[config.mk]
export PLATFORM = sky130hd
export DESIGN_NAME = palindrome_word_counter_core
export DESIGN_NICKNAME = d
export VERILOG_FILES = /design/src/hdl/pwc_pkg.sv /design/src/hdl/pwc_ram.sv /design/src/hdl/pwc_ctrl.sv /design/src/hdl/pwc_dp.sv /design/src/hdl/palindrome_word_counter_core.sv
export SDC_FILE = /design/constraint.sdc
export NUM_CORES = 1
export LEC_CHECK = 0
export BUFFER_PORTS_ARGS = -buffer_cell sky130_fd_sc_hd__buf_2
export CAP_MARGIN = 20
export CORE_MARGIN = 10
export CORE_UTILIZATION = 50
export CTS_CLUSTER_SIZE = 16
export DETAILED_ROUTE_END_ITERATION = 6
export GPL_TIMING_DRIVEN = 0
export HOLD_SLACK_MARGIN = 0.05
export PLACE_DENSITY = 0.66
export SLEW_MARGIN = 20
export SYNTH_ARGS = -nofsm -noshare
export SYNTH_HDL_FRONTEND = slang
export SYNTH_SLANG_ARGS = --single-unit
[constraint.sdc]
create_clock -name i_clk -period 8.9 [get_ports i_clk]
set_input_delay 1.78 -clock i_clk [delete_from_list [all_inputs] [get_ports i_clk]]
set_output_delay 1.78 -clock i_clk [all_outputs]
set_load 0.02 [all_outputs]
[src/hdl/pwc_pkg.sv]
// ----------------------------------------------------------------------------
// pwc_pkg
// Shared constants, types and helpers for the palindrome word counter.
// ----------------------------------------------------------------------------
package pwc_pkg;

    // Default word buffer depth
    localparam int MAX_WORD_DEF = 64;

    // Byte codes
    localparam logic [7:0] CH_NUL    = 8'h00;
    localparam logic [7:0] CH_SUB    = 8'h1A;
    localparam logic [7:0] CH_SPACE  = 8'h20;
    localparam logic [7:0] CH_PERIOD = 8'h2E;
    localparam logic [7:0] CH_COMMA  = 8'h2C;
    localparam logic [7:0] CH_LF     = 8'h0A;
    localparam logic [7:0] CH_UP_A   = 8'h41;
    localparam logic [7:0] CH_UP_Z   = 8'h5A;
    localparam logic [7:0] CASE_OFS  = 8'h20;

    // Controller to datapath commands
    typedef struct packed {
        logic accept;   // take the input beat
        logic rd;       // read the current buffer pair
        logic cmp;      // compare the pair read last cycle
    } t_cmd;

    // Datapath to controller status
    typedef struct packed {
        logic need_cmp; // accepted beat closes a word that needs the mirror check
        logic cmp_last; // this compare ends the check
        logic out_busy; // result register holds a beat that is not taken now
    } t_sts;

    function automatic logic is_delim(input logic [7:0] c);
        return (c == CH_SPACE) || (c == CH_PERIOD) || (c == CH_COMMA) || (c == CH_LF);
    endfunction

    function automatic logic is_dropped(input logic [7:0] c);
        return (c == CH_NUL) || (c == CH_SUB);
    endfunction

    function automatic logic [7:0] fold_case(input logic [7:0] c);
        return ((c >= CH_UP_A) && (c <= CH_UP_Z)) ? 8'(c + CASE_OFS) : c;
    endfunction

endpackage

[src/hdl/pwc_ram.sv]
// ----------------------------------------------------------------------------
// pwc_ram
// Generic RAM: one write port, two read ports, registered read data.
// ----------------------------------------------------------------------------
module pwc_ram #(
    parameter int WIDTH = 8,
    parameter int DEPTH = 64,
    parameter int AW    = (DEPTH > 1) ? $clog2(DEPTH) : 1
) (
    input  logic             i_clk,
    input  logic             i_we,
    input  logic [AW-1:0]    i_waddr,
    input  logic [WIDTH-1:0] i_wdata,
    input  logic             i_re,
    input  logic [AW-1:0]    i_raddr_a,
    input  logic [AW-1:0]    i_raddr_b,
    output logic [WIDTH-1:0] o_rdata_a,
    output logic [WIDTH-1:0] o_rdata_b
);

    logic [WIDTH-1:0] r_mem [DEPTH];
    logic [WIDTH-1:0] r_rdata_a;
    logic [WIDTH-1:0] r_rdata_b;

    // Write port
    always_ff @(posedge i_clk) begin
        if (i_we) begin
            r_mem[i_waddr] <= i_wdata;
        end
    end

    // Registered read ports
    always_ff @(posedge i_clk) begin
        if (i_re) begin
            r_rdata_a <= r_mem[i_raddr_a];
            r_rdata_b <= r_mem[i_raddr_b];
        end
    end

    assign o_rdata_a = r_rdata_a;
    assign o_rdata_b = r_rdata_b;

endmodule

[src/hdl/pwc_ctrl.sv]
// ----------------------------------------------------------------------------
// pwc_ctrl
// Sequencer: accepts beats and walks the mirror check read/compare loop.
// ----------------------------------------------------------------------------
module pwc_ctrl (
    input  logic          i_clk,
    input  logic          i_rst_n,
    input  logic          i_in_valid,
    output logic          o_in_ready,
    input  pwc_pkg::t_sts i_sts,
    output pwc_pkg::t_cmd o_cmd
);
    import pwc_pkg::*;

    localparam logic [1:0] ST_IDLE = 2'd0;
    localparam logic [1:0] ST_RD   = 2'd1;
    localparam logic [1:0] ST_CMP  = 2'd2;

    logic [1:0] r_state;
    logic [1:0] n_state;
    logic       accept;

    // Input is taken only when idle and the result register is free
    assign o_in_ready = (r_state == ST_IDLE) && !i_sts.out_busy;
    assign accept     = o_in_ready && i_in_valid;

    // Next state and commands
    always_comb begin
        n_state    = r_state;
        o_cmd      = '0;
        case (r_state)
            ST_IDLE: begin
                o_cmd.accept = accept;
                if (accept && i_sts.need_cmp) begin
                    n_state = ST_RD;
                end
            end
            ST_RD: begin
                o_cmd.rd = 1'b1;
                n_state  = ST_CMP;
            end
            ST_CMP: begin
                o_cmd.cmp = 1'b1;
                n_state   = i_sts.cmp_last ? ST_IDLE : ST_RD;
            end
            default: begin
                n_state = ST_IDLE;
            end
        endcase
    end

    always_ff @(posedge i_clk) begin
        if (!i_rst_n) begin
            r_state <= ST_IDLE;
        end else begin
            r_state <= n_state;
        end
    end

endmodule

[src/hdl/pwc_dp.sv]
// ----------------------------------------------------------------------------
// pwc_dp
// Datapath: word buffer, length/overflow tracking, pair compare, counter,
// and the result register.
// ----------------------------------------------------------------------------
module pwc_dp #(
    parameter int MAX_WORD = pwc_pkg::MAX_WORD_DEF
) (
    input  logic          i_clk,
    input  logic          i_rst_n,
    input  pwc_pkg::t_cmd i_cmd,
    output pwc_pkg::t_sts o_sts,
    input  logic [7:0]    i_char_in,
    input  logic          i_end_of_stream,
    output logic          o_out_valid,
    input  logic          i_out_ready,
    output logic [31:0]   o_palindrome_count,
    output logic          o_word_ended,
    output logic          o_word_was_palindrome,
    output logic          o_word_too_long
);
    import pwc_pkg::*;

    localparam int AW = (MAX_WORD > 1) ? $clog2(MAX_WORD) : 1;
    localparam int LW = $clog2(MAX_WORD + 1);

    // Control state
    logic [LW-1:0] r_len;
    logic          r_ovf;
    logic [31:0]   r_count;
    logic          r_out_valid;
    // Payload
    logic [AW-1:0] r_i;
    logic [AW-1:0] r_j;
    logic          r_ended;
    logic          r_pal;
    logic          r_too_long;

    logic [7:0]    ch_fold;
    logic          is_word;
    logic          buf_full;
    logic          wr_en;
    logic [LW-1:0] len_app;
    logic          ovf_app;
    logic          ended;
    logic          need_cmp;
    logic [7:0]    rd_a;
    logic [7:0]    rd_b;
    logic          match;
    logic [AW-1:0] i_next;
    logic [AW-1:0] j_next;
    logic          cmp_last;
    logic          finish_cmp;
    logic          set_out;

    // Classify the incoming byte and update the open word
    always_comb begin
        ch_fold  = fold_case(i_char_in);
        is_word  = !is_dropped(i_char_in) && !is_delim(i_char_in);
        buf_full = (r_len == LW'(MAX_WORD));
        wr_en    = i_cmd.accept && is_word && !buf_full;
        len_app  = wr_en ? LW'(r_len + LW'(1)) : r_len;
        ovf_app  = r_ovf || (is_word && buf_full);
        ended    = (is_delim(i_char_in) || i_end_of_stream) && ((len_app != '0) || ovf_app);
        need_cmp = ended && !ovf_app && (len_app >= LW'(2));
    end

    // Pair compare; stop on mismatch or when the indices meet
    always_comb begin
        match      = (rd_a == rd_b);
        i_next     = AW'(r_i + AW'(1));
        j_next     = AW'(r_j - AW'(1));
        cmp_last   = !match || !(i_next < j_next);
        finish_cmp = i_cmd.cmp && cmp_last;
        set_out    = (i_cmd.accept && !need_cmp) || finish_cmp;
    end

    assign o_sts.need_cmp = need_cmp;
    assign o_sts.cmp_last = cmp_last;
    assign o_sts.out_busy = r_out_valid && !i_out_ready;

    pwc_ram #(
        .WIDTH (8),
        .DEPTH (MAX_WORD),
        .AW    (AW)
    ) u_buf (
        .i_clk     (i_clk),
        .i_we      (wr_en),
        .i_waddr   (r_len[AW-1:0]),
        .i_wdata   (ch_fold),
        .i_re      (i_cmd.rd),
        .i_raddr_a (r_i),
        .i_raddr_b (r_j),
        .o_rdata_a (rd_a),
        .o_rdata_b (rd_b)
    );

    // Word length, overflow, counter, result valid
    always_ff @(posedge i_clk) begin
        if (!i_rst_n) begin
            r_len       <= '0;
            r_ovf       <= 1'b0;
            r_count     <= '0;
            r_out_valid <= 1'b0;
        end else begin
            if (i_cmd.accept) begin
                r_len <= ended ? '0 : len_app;
                r_ovf <= ended ? 1'b0 : ovf_app;
            end
            if (finish_cmp && match && (r_count != '1)) begin
                r_count <= r_count + 32'd1;
            end
            if (set_out) begin
                r_out_valid <= 1'b1;
            end else if (i_out_ready) begin
                r_out_valid <= 1'b0;
            end
        end
    end

    // Compare indices and result flags
    always_ff @(posedge i_clk) begin
        if (i_cmd.accept) begin
            r_i        <= '0;
            r_j        <= AW'(len_app - LW'(1));
            r_ended    <= ended;
            r_pal      <= 1'b0;
            r_too_long <= ended && ovf_app;
        end else if (i_cmd.cmp) begin
            r_i <= i_next;
            r_j <= j_next;
            if (cmp_last) begin
                r_pal <= match;
            end
        end
    end

    assign o_out_valid           = r_out_valid;
    assign o_palindrome_count    = r_count;
    assign o_word_ended          = r_ended;
    assign o_word_was_palindrome = r_pal;
    assign o_word_too_long       = r_too_long;

endmodule

[src/hdl/palindrome_word_counter_core.sv]
// ----------------------------------------------------------------------------
// palindrome_word_counter_core
// Counts palindrome words in a byte stream; one result beat per input beat.
// ----------------------------------------------------------------------------
//  Channel  Direction  Handshake                   Payload
//  input    in         i_in_valid / o_in_ready     i_char_in, i_end_of_stream
//  result   out        o_out_valid / i_out_ready   o_palindrome_count, o_word_ended,
//                                                  o_word_was_palindrome, o_word_too_long
//
// A beat that does not close a checkable word sets its result directly. A beat that
// closes a word of L >= 2 characters runs the read/compare loop on the word buffer
// RAM over K <= L/2 compared pairs before its result is set.
// Reset is synchronous, active low; the buffer needs no clearing.
// The input is held off while a result beat is waiting and not taken.
// ----------------------------------------------------------------------------
module palindrome_word_counter_core #(
    parameter int MAX_WORD = pwc_pkg::MAX_WORD_DEF
) (
    input  logic        i_clk,
    input  logic        i_rst_n,
    input  logic        i_in_valid,
    output logic        o_in_ready,
    input  logic [7:0]  i_char_in,
    input  logic        i_end_of_stream,
    output logic        o_out_valid,
    input  logic        i_out_ready,
    output logic [31:0] o_palindrome_count,
    output logic        o_word_ended,
    output logic        o_word_was_palindrome,
    output logic        o_word_too_long
);
    import pwc_pkg::*;

    t_cmd cmd;
    t_sts sts;

    pwc_ctrl u_ctrl (
        .i_clk      (i_clk),
        .i_rst_n    (i_rst_n),
        .i_in_valid (i_in_valid),
        .o_in_ready (o_in_ready),
        .i_sts      (sts),
        .o_cmd      (cmd)
    );

    pwc_dp #(
        .MAX_WORD (MAX_WORD)
    ) u_dp (
        .i_clk                 (i_clk),
        .i_rst_n               (i_rst_n),
        .i_cmd                 (cmd),
        .o_sts                 (sts),
        .i_char_in             (i_char_in),
        .i_end_of_stream       (i_end_of_stream),
        .o_out_valid           (o_out_valid),
        .i_out_ready           (i_out_ready),
        .o_palindrome_count    (o_palindrome_count),
        .o_word_ended          (o_word_ended),
        .o_word_was_palindrome (o_word_was_palindrome),
        .o_word_too_long       (o_word_too_long)
    );

endmodule
==> impl_metrics.ini, run 1 <==
[layout]
drive_above_1_share = 0.254
syn2layout_area_growth_pct = 11.9
finalNetCount = 1823
layoutNonFillerInstCount = 2594
antennaDiodeCount = 0
nFillCells = 4383
post-route-cell-area_sq_um = 31400

[synthesis]
ys_top_cells_by_area = edfxtp_1, mux4_2, mux2i_1
syn-instance-count = 1681
synth.avg_cell_area_sq_um = 16.7
ys_seq_area_frac = 0.610
synth_top_area_cell = edfxtp_1
synth_top_family_by_area = multiplexers
yosysTopAreaCellShare = 0.574
yosysMostFrequentCell = edfxtp_1
yosysWarnings = 0
synthFlopType = edfxtp_1
synth-adder-area-share = 0.00580
synth_commonest_cells = edfxtp_1, mux4_2, nor2_1, mux2i_1, clkbuf_1
synth_async_sr_flop_share = 0
synth.area.mux_share = 0.241
netlist_area_sq_um = 28000
synth_edf_count = 536
synth_cell_types = 72
syn_nets = 1707
synth-compound-area-share = 0.0456
yosys.area_share.xor_xnor = 0.0137
yosys.area_share.simple = 0.0642
ys_seq_elements = 586

[pwr]
p_int_mw = 4.94
vdd_drop_max_mv = 0.189
power.density_nw_per_um2 = 218
power_frac_seq = 0.446
clkPwrFrac = 0.381
p_comb_frac = 0.173
p_leak_nw = 10.0
swShare = 0.278
switching_power_mw = 1.91

[routing]
routed_wl_um = 88600
viasPerCell = 6.84
num_vias = 17700
ant_nets = 0
drt_iter0_markers = 2550
drc_errors = 0
wl_per_cell_um = 34.1
first_pass_iters = 5

[worst_setup_path]
critical_path.top_delay_family = simple AND/OR/NAND/NOR gates
required_ns = 9.16
worstSetupPathType = primary input to flop
cp_cell_sequence = buf_4 -> or4b_4 -> a31oi_4 -> or3_2 -> nor3_1 -> nand3_1 -> nor2_1
cpPeakStageDelay_ns = 1.06
worstPathArrival_ns = 5.66
start_kind = primary input
crit_fanout = 71
crit_path_end_kind = flop
cp_slowest_cell = nor2_1
path_buf_inv = 1

[floorplanning]
dieWidth_um = 257
die_area_sq_um = 66000
core_area_sq_um = 55300
start_util = 0.507
pin_count = 50
fp.dieH_um = 257
num_rows = 86

[sta]
clock_skew_ns = 0.0358
fin_crit_ns = 5.40
drv_slew = 0
rsz0062_at_grt = false
setup_violations = 0
fmax_ghz = 0.185
finalCritPeriodShare = 0.607
tightest_slew_ns = 1.23
hold_viol = 0
relSlewSlack = 0.181

[clock_tree]
cts_tree = yes
clockBufferDepth = 3
clk_latency_ns = 0.66
cts-resized-gates = 0
cts-root-buf = clkbuf_16
cts_hold_buf = 0
clk_pin_slew_ns = 0.07
clock_sinks = 586
h-tree-depth = 2
cts_setup_buffers = 0
cts_made_buffers = 61

[status]
status = completed

[global_route]
overflow = 0
grt_pass1_vias = 17600
grt_max_degree = 72
grt_antenna_before_repair = 3
grt_util_all_layers = 0.265
grt_pass1_wl_um = 126000

[placed_design]
io_buffers = 48
place_congestion = 1.04
placed_cells = 2480
dpl_cell_area_sq_um = 29300
dpl.hpwl_um = 61200

[min_path]
hold_class = flop to flop

[run]
maxCapViolCount = 0
-- cell families after synthesis --
logic type,Yosys count
multiplexers,367
AND/OR/NAND/NOR,358
AO/OA/AOI/OAI,185
XOR/XNOR,44
buffers and inverters,128
flip-flops,586
adder cells (fa/ha/maj),13
-- area by class of cell --
class	count	area, sq um	share of cell area
Buffer	117	528	0.0168
Clock buffer	69	1560	0.0496
Clock inverter	43	458	0.0146
Inverter	11	41.3	0.00132
Multi-Input combinational cell	967	10400	0.332
Sequential cell	586	17100	0.545
Tap cell	748	936	0.0298
Timing Repair Buffer	53	349	0.0111
-- cells in the final DEF, fill, tap and decap left out, types with 11 or more instances in the layout --
cell and n:
clkbuf_16 61, mux2i_1 121, o221ai_1 46, buf_2 73
and3_1 11, o21ai_0 34, o22ai_1 22, clkbuf_1 65
xor2_1 18, clkinv_1 15, xnor2_1 26, buf_4 12
clkinv_2 14, nor2_1 159, a21oi_1 49, dfxtp_1 50
edfxtp_1 536, nand4_1 21, nor3_1 17, ha_1 13
buf_1 18, nand2_1 46, nand3_1 25, mux4_2 246
-- registers in the layout, indices dropped and copies added, names as in the netlist --
register and count:
u_dp.o_word_was_palindrome 1, u_dp.r_j 6, u_dp.o_out_valid 1, u_dp.o_word_too_long 1
u_dp.r_ovf 1, u_dp.r_i 6, u_dp.u_buf.o_rdata_a 8, u_dp.o_word_ended 1
u_dp.r_len 7, u_dp.u_buf.o_rdata_b 8, u_ctrl.r_state 2, u_dp.u_buf.r_mem 512
u_dp.o_palindrome_count 32
-- worst paths after layout --
path | from | endpoint | slack [ns] | cells past startpoint
setup / recovery | i_char_in[3] | u_dp.u_buf.r_mem[5][3] | 3.50 | 7
hold / removal | u_dp.o_palindrome_count[6] | u_dp.o_palindrome_count[6] | 0.49 | 2
setup reg to reg | u_dp.r_j[1] | u_dp.o_palindrome_count[14] | 3.59 | 14
hold reg to reg | u_dp.o_palindrome_count[6] | u_dp.o_palindrome_count[6] | 0.49 | 2
-- tightest hold or removal path: stages, from the launching register on --
cell     delay [ns]
dfxtp_1        0.33
nand2_1        0.06
mux2i_1        0.05
-- power groups by stage --
stage          clock network, mW  logic, mW  registers [mW]
6_report                    2.61       1.19            3.05
3_3_place_gp                   0       1.13            3.11
4_1_cts                     2.62       1.15            3.05
3_5_place_dp                   0       1.15            3.11
2_1_floorplan                  0      0.671            3.11
5_1_grt                     2.74       1.22            3.05
-- per-layer routing --
layer | track usage | up-vias | part of all wire
met5 | 0 | - | 0.00029
met4 | 0.138 | 4 | 0.059
met3 | 0.0734 | 252 | 0.11
met2 | 0.410 | 1121 | 0.46
met1 | 0.338 | 9191 | 0.37
li1 | - | 7163 | -
-- stage by stage --
stage | hold slack, ns | util | worst slack [ns] | setup TNS [ns] | power (mW)
after floorplan | 0.490 | - | 2.93 | 0 | 3.78
after detailed placement | 0.481 | 0.530 | 2.86 | 0 | 4.26
after CTS | 0.491 | 0.567 | 3.53 | 0 | 6.82
after global placement | 0.468 | 0.528 | -1.58 | -100.44 | 4.24
final | 0.489 | 0.567 | 3.50 | 0 | 6.85
after global routing | 0.515 | 0.567 | 3.32 | 0 | 7.00
No activity file was read; power rests on OpenSTA's default activity.
==> inputs of run 2 (changes only) <==
--- a/config.mk
+++ b/config.mk
@@ -13,7 +13,7 @@
 export DETAILED_ROUTE_END_ITERATION = 6
 export GPL_TIMING_DRIVEN = 0
 export HOLD_SLACK_MARGIN = 0.05
-export PLACE_DENSITY = 0.66
+export PLACE_DENSITY = 0.68
 export SLEW_MARGIN = 20
 export SYNTH_ARGS = -nofsm -noshare
 export SYNTH_HDL_FRONTEND = slang
==> constraint.sdc (replaced) <==
create_clock -name i_clk -period 4.75 [get_ports i_clk]
set_input_delay 0.95 -clock i_clk [delete_from_list [all_inputs] [get_ports i_clk]]
set_output_delay 0.95 -clock i_clk [all_outputs]
set_load 0.02 [all_outputs]
==> run 2 against run 1 <==
Routed wire length shrank 1.3%. Critical path depth unchanged. Design area is 0.15% lower. Sequential power is 88% higher. Register-to-register slack got worse by 3.4 ns. Die area stayed put. Sequential cell count unchanged. Final cell count shrank 0.27%. Largest power group unchanged. Hold slack better by 0.0023 ns. Sequential share of layout area rose by 0.081 points.
==> impl_metrics.ini, run 2 (synthesis results as in run 1) <==
[worst_setup_path]
worstPathArrival_ns = 4.89
cpPeakStageDelay_ns = 1.04
path_buf_inv = 1
crit_path_end_kind = flop
critical_path.top_delay_family = simple AND/OR/NAND/NOR gates
cp_cell_sequence = buf_4 -> nand4bb_1 -> a31oi_4 -> or3_2 -> nor3_1 -> nand3_1 -> nor2_1
start_kind = primary input
worstSetupPathType = primary input to flop
crit_fanout = 70
cp_slowest_cell = nor2_1
required_ns = 5.02

[global_route]
grt_pass1_vias = 17300
overflow = 0
grt_max_degree = 72
grt_pass1_wl_um = 125000
grt_util_all_layers = 0.264
grt_antenna_before_repair = 3

[clock_tree]
cts-root-buf = clkbuf_16
clk_pin_slew_ns = 0.06
h-tree-depth = 2
clock_sinks = 586
cts_tree = yes
clockBufferDepth = 3
clk_latency_ns = 0.64
cts_made_buffers = 60

[pwr]
clkPwrFrac = 0.381
switching_power_mw = 3.48
swShare = 0.272
finalPower_mw = 12.8
p_comb_frac = 0.172
p_leak_nw = 9.97
vdd_drop_max_mv = 0.327
power_frac_seq = 0.448
p_int_mw = 9.30
power.density_nw_per_um2 = 408

[sta]
rsz0062_at_grt = false
finalCritPeriodShare = 0.973
setup_violations = 0
drv_slew = 0
clock_skew_ns = 0.0313
setup_slack_ns = 0.129
whs_ns = 0.491
hold_viol = 0
fin_crit_ns = 4.62
tns_ns = 0
relSlewSlack = 0.176
tightest_slew_ns = 1.24
fmax_ghz = 0.216

[routing]
drt_iter0_markers = 2578
first_pass_iters = 5
routed_wl_um = 87400
wl_per_cell_um = 33.8
viasPerCell = 6.82
ant_nets = 0
num_vias = 17600
drc_errors = 0

[placed_design]
preCtsSetupSlack_ns = -0.459
io_buffers = 48
dpl_cell_area_sq_um = 29300
placed_cells = 2480
dpl.hpwl_um = 61100
place_congestion = 1.00

[layout]
top_register = u_dp.u_buf.r_mem
antennaDiodeCount = 0
nFillCells = 4302
largest_reg_flops = 512
syn2layout_area_growth_pct = 11.7
layout_commonest_cell = edfxtp_1
post-route-cell-area_sq_um = 31300
seqCellArea_sq_um = 17100
drive_above_1_share = 0.249
layout_common_cells = edfxtp_1, mux4_2, nor2_1
finalNetCount = 1819
utilization = 0.566
multi_input_area_sq_um = 10400
layoutNonFillerInstCount = 2587

[floorplanning]
dieWidth_um = 257
start_util = 0.507
die_area_sq_um = 66000
pin_count = 50
num_rows = 86
fp.dieH_um = 257
core_area_sq_um = 55300

[min_path]
hold_class = flop to flop

[run]
maxCapViolCount = 0

[status]
status = completed
==> run 2: power groups by stage <==
stage	Sequential, mW	Combinational (mW)	Clock [mW]
finish	5.72	2.20	4.86
global placement	5.83	2.12	0
detailed placement	5.83	2.14	0
global route	5.72	2.26	5.10
floorplan	5.82	1.26	0
CTS	5.72	2.15	4.88
==> run 2: worst register-to-register path: cells and delay by family (launching register included) <==
family / cells / cell delay (ns)
simple gates: 2 / 0.97
compound gates: 4 / 0.67
xor+xnor: 1 / 0.21
flops: 1 / 0.32
fa+ha+maj: 1 / 0.33
buf+inv: 3 / 2.02
==> run 2: worst paths after layout <==
| kind | start | end | slack, ns | depth (start not counted) |
|---|---|---|---|---|
| worst max-delay path | i_char_in[2] | u_dp.u_buf.r_mem[45][3] | 0.13 | 7 |
| worst min-delay path | u_dp.o_palindrome_count[13] | u_dp.o_palindrome_count[13] | 0.49 | 2 |
| worst max register to register | u_dp.r_j[2] | u_dp.o_palindrome_count[4] | 0.15 | 11 |
| worst min register to register | u_dp.o_palindrome_count[13] | u_dp.o_palindrome_count[13] | 0.49 | 2 |
==> run 2: cell type report <==
cell class | count | area share
plain buffers | 116 | 0.0171
clock buffers | 74 | 0.0503
clock inverters | 34 | 0.0130
inverters | 11 | 0.00132
multi-input cells | 967 | 0.332
flip-flops and latches | 586 | 0.546
well taps | 748 | 0.0299
repair buffers | 51 | 0.0103
==> run 2: per-layer routing <==
layer / up-vias / GRT usage / part of all wire
met5: - / 0 / 0
met4: 0 / 0.147 / 0.063
met3: 259 / 0.0574 / 0.10
met2: 1099 / 0.410 / 0.47
met1: 9123 / 0.341 / 0.37
li1: 7164 / - / -
==> run 2: repair_timing <==
item,in CTS,in global routing
resized for setup,1,7
setup buffers,0,0
hold endpoints to repair,0,0
endpoints found under the setup margin,12,22
hold buffers,0,0
==> inputs of run 3 (changes only) <==
--- a/config.mk
+++ b/config.mk
@@ -8,12 +8,14 @@
 export BUFFER_PORTS_ARGS = -buffer_cell sky130_fd_sc_hd__buf_2
 export CAP_MARGIN = 20
 export CORE_MARGIN = 10
-export CORE_UTILIZATION = 50
+export CORE_UTILIZATION = 57
+export CTS_CLUSTER_DIAMETER = 80
 export CTS_CLUSTER_SIZE = 16
 export DETAILED_ROUTE_END_ITERATION = 6
 export GPL_TIMING_DRIVEN = 0
 export HOLD_SLACK_MARGIN = 0.05
-export PLACE_DENSITY = 0.68
+export PLACE_DENSITY = 0.76
+export RECOVER_POWER = 25
 export SLEW_MARGIN = 20
 export SYNTH_ARGS = -nofsm -noshare
 export SYNTH_HDL_FRONTEND = slang
==> run 3 against run 2 <==
Global-route usage is 2.7 points higher. Clock-buffer cell count is 15 lower. Clock skew is 0.010 ns higher. Critical path depth stayed put. Largest cell class unchanged.
==> impl_metrics.ini, run 3 (synthesis results as in run 1) <==
[worst_setup_path]
start_kind = primary input
crit_fanout = 71
worstPathArrival_ns = 4.78
cp_slowest_cell = nor2_1
worstSetupPathType = primary input to flop
cpPeakStageDelay_ns = 1.00
path_buf_inv = 1
cp_cell_sequence = buf_4 -> or4b_4 -> a31oi_4 -> or3_2 -> nor3_1 -> nand3_1 -> nor2_1
required_ns = 4.98
critical_path.top_delay_family = simple AND/OR/NAND/NOR gates
crit_path_end_kind = flop

[clock_tree]
clockBufferDepth = 3
clock_sinks = 586
cts_tree = yes
cts_hold_buf = 0
cts_made_buffers = 43
clk_latency_ns = 0.62
clk_pin_slew_ns = 0.07
h-tree-depth = 2
cts-root-buf = clkbuf_16

[placed_design]
place_congestion = 1.05
dpl_cell_area_sq_um = 29300
io_buffers = 48
placed_cells = 2398
dpl.hpwl_um = 60600

[min_path]
hold_class = flop to flop

[routing]
ant_nets = 0
viasPerCell = 7.29
routed_wl_um = 86500
num_vias = 18000
wl_per_cell_um = 35.1
drc_errors = 0
first_pass_iters = 6
drt_iter0_markers = 2870

[global_route]
grt_pass1_vias = 17300
overflow = 0
grt_util_all_layers = 0.290
grt_pass1_wl_um = 123000
grt_max_degree = 72
grt_antenna_before_repair = 4

[sta]
hold_viol = 0
tns_ns = 0
rsz0062_at_grt = false
clock_skew_ns = 0.0418
fmax_ghz = 0.219
fin_crit_ns = 4.56
tightest_slew_ns = 1.23
drv_slew = 0
finalCritPeriodShare = 0.959
relSlewSlack = 0.177
setup_violations = 0

[floorplanning]
start_util = 0.575
core_area_sq_um = 48700
fp.dieH_um = 242
die_area_sq_um = 58500
dieWidth_um = 242
pin_count = 50
num_rows = 81

[status]
status = completed

[layout]
layout_common_cells = edfxtp_1, mux4_2, nor2_1
nFillCells = 3464
syn2layout_area_growth_pct = 8.72
layout_commonest_cell = edfxtp_1
largest_reg_flops = 512
drive_above_1_share = 0.238
top_register = u_dp.u_buf.r_mem
layoutNonFillerInstCount = 2466
utilization = 0.625
finalNetCount = 1806
post-route-cell-area_sq_um = 30500

[pwr]
power.density_nw_per_um2 = 376
p_leak_nw = 9.61
vdd_drop_max_mv = 0.299

[run]
maxCapViolCount = 0
run 3: changes by cell type in the layout (fill, tap and decap cells not counted), moves of 2 or more:
cell,before,now
nor2_2,4,2
diode_2,0,3
bufinv_16,10,0
nor2_1,157,159
clkinv_8,0,2
clkbuf_1,68,72
clkinv_2,4,0
clkinv_1,18,1
clkbuf_16,61,44
run 3: stage by stage:
step           hold slack (ns)  worst slack [ns]  power, mW
2_1_floorplan            0.490             0.687       7.08
3_3_place_gp             0.465             -2.35       7.91
3_5_place_dp             0.479            -0.599       7.96
4_1_cts                  0.489            0.0355       11.4
5_1_grt                  0.499             0.101       11.7
6_report                 0.489             0.193       11.5
run 3: worst paths after layout:
kind	from	slack, ns	end	cells after the start
max	i_char_in[3]	0.19	u_dp.u_buf.r_mem[5][1]	7
max reg2reg	u_dp.r_j[1]	0.24	u_dp.o_palindrome_count[16]	14
min	u_dp.o_palindrome_count[13]	0.49	u_dp.o_palindrome_count[13]	2
min reg2reg	u_dp.o_palindrome_count[13]	0.49	u_dp.o_palindrome_count[13]	2
run 3: report_power, final:
group	internal, mW	leakage, nW	switching [mW]	total [mW]
logic	0.741	3.80	1.48	2.22
registers	5.69	5.24	0.0251	5.71
clock network	1.71	0.583	1.82	3.53
run 3: what timing repair did:
action | in CTS | in global routing
gates resized for setup | 1 | 6
buffers inserted | 0 | 0
endpoints found under the setup margin | 6 | 6
run 3: per-layer routing:
layer | track usage | vias to the layer above | part of all wire
li1 | - | 7126 | -
met1 | 0.379 | 9185 | 0.35
met2 | 0.447 | 1374 | 0.46
met3 | 0.0642 | 284 | 0.12
met4 | 0.165 | 4 | 0.066
met5 | 0 | - | 0.00035
run 3: worst reg2reg max path, cell delays in order, from the launching register on:
cell	delay (ns)
edfxtp_1	0.34
clkbuf_1	0.41
clkbuf_1	0.67
clkbuf_2	0.57
inv_1	0.10
ha_1	0.22
xnor2_1	0.18
ha_1	0.35
a21o_1	0.10
a21oi_1	0.10
o21a_1	0.32
or3_1	0.38
clkbuf_1	0.19
or3_1	0.34
a21oi_1	0.15
run 3: cell type report:
class / instances / area (sq um) / share of cell area
Antenna cell: 3 / 7.51 / 0.000246
Buffer: 117 / 534 / 0.0175
Clock buffer: 59 / 1160 / 0.0380
Clock inverter: 5 / 57.6 / 0.00189
Inverter: 11 / 41.3 / 0.00135
Multi-Input combinational cell: 967 / 10400 / 0.341
Sequential cell: 586 / 17100 / 0.561
Tap cell: 664 / 831 / 0.0273
Timing Repair Buffer: 54 / 365 / 0.0120
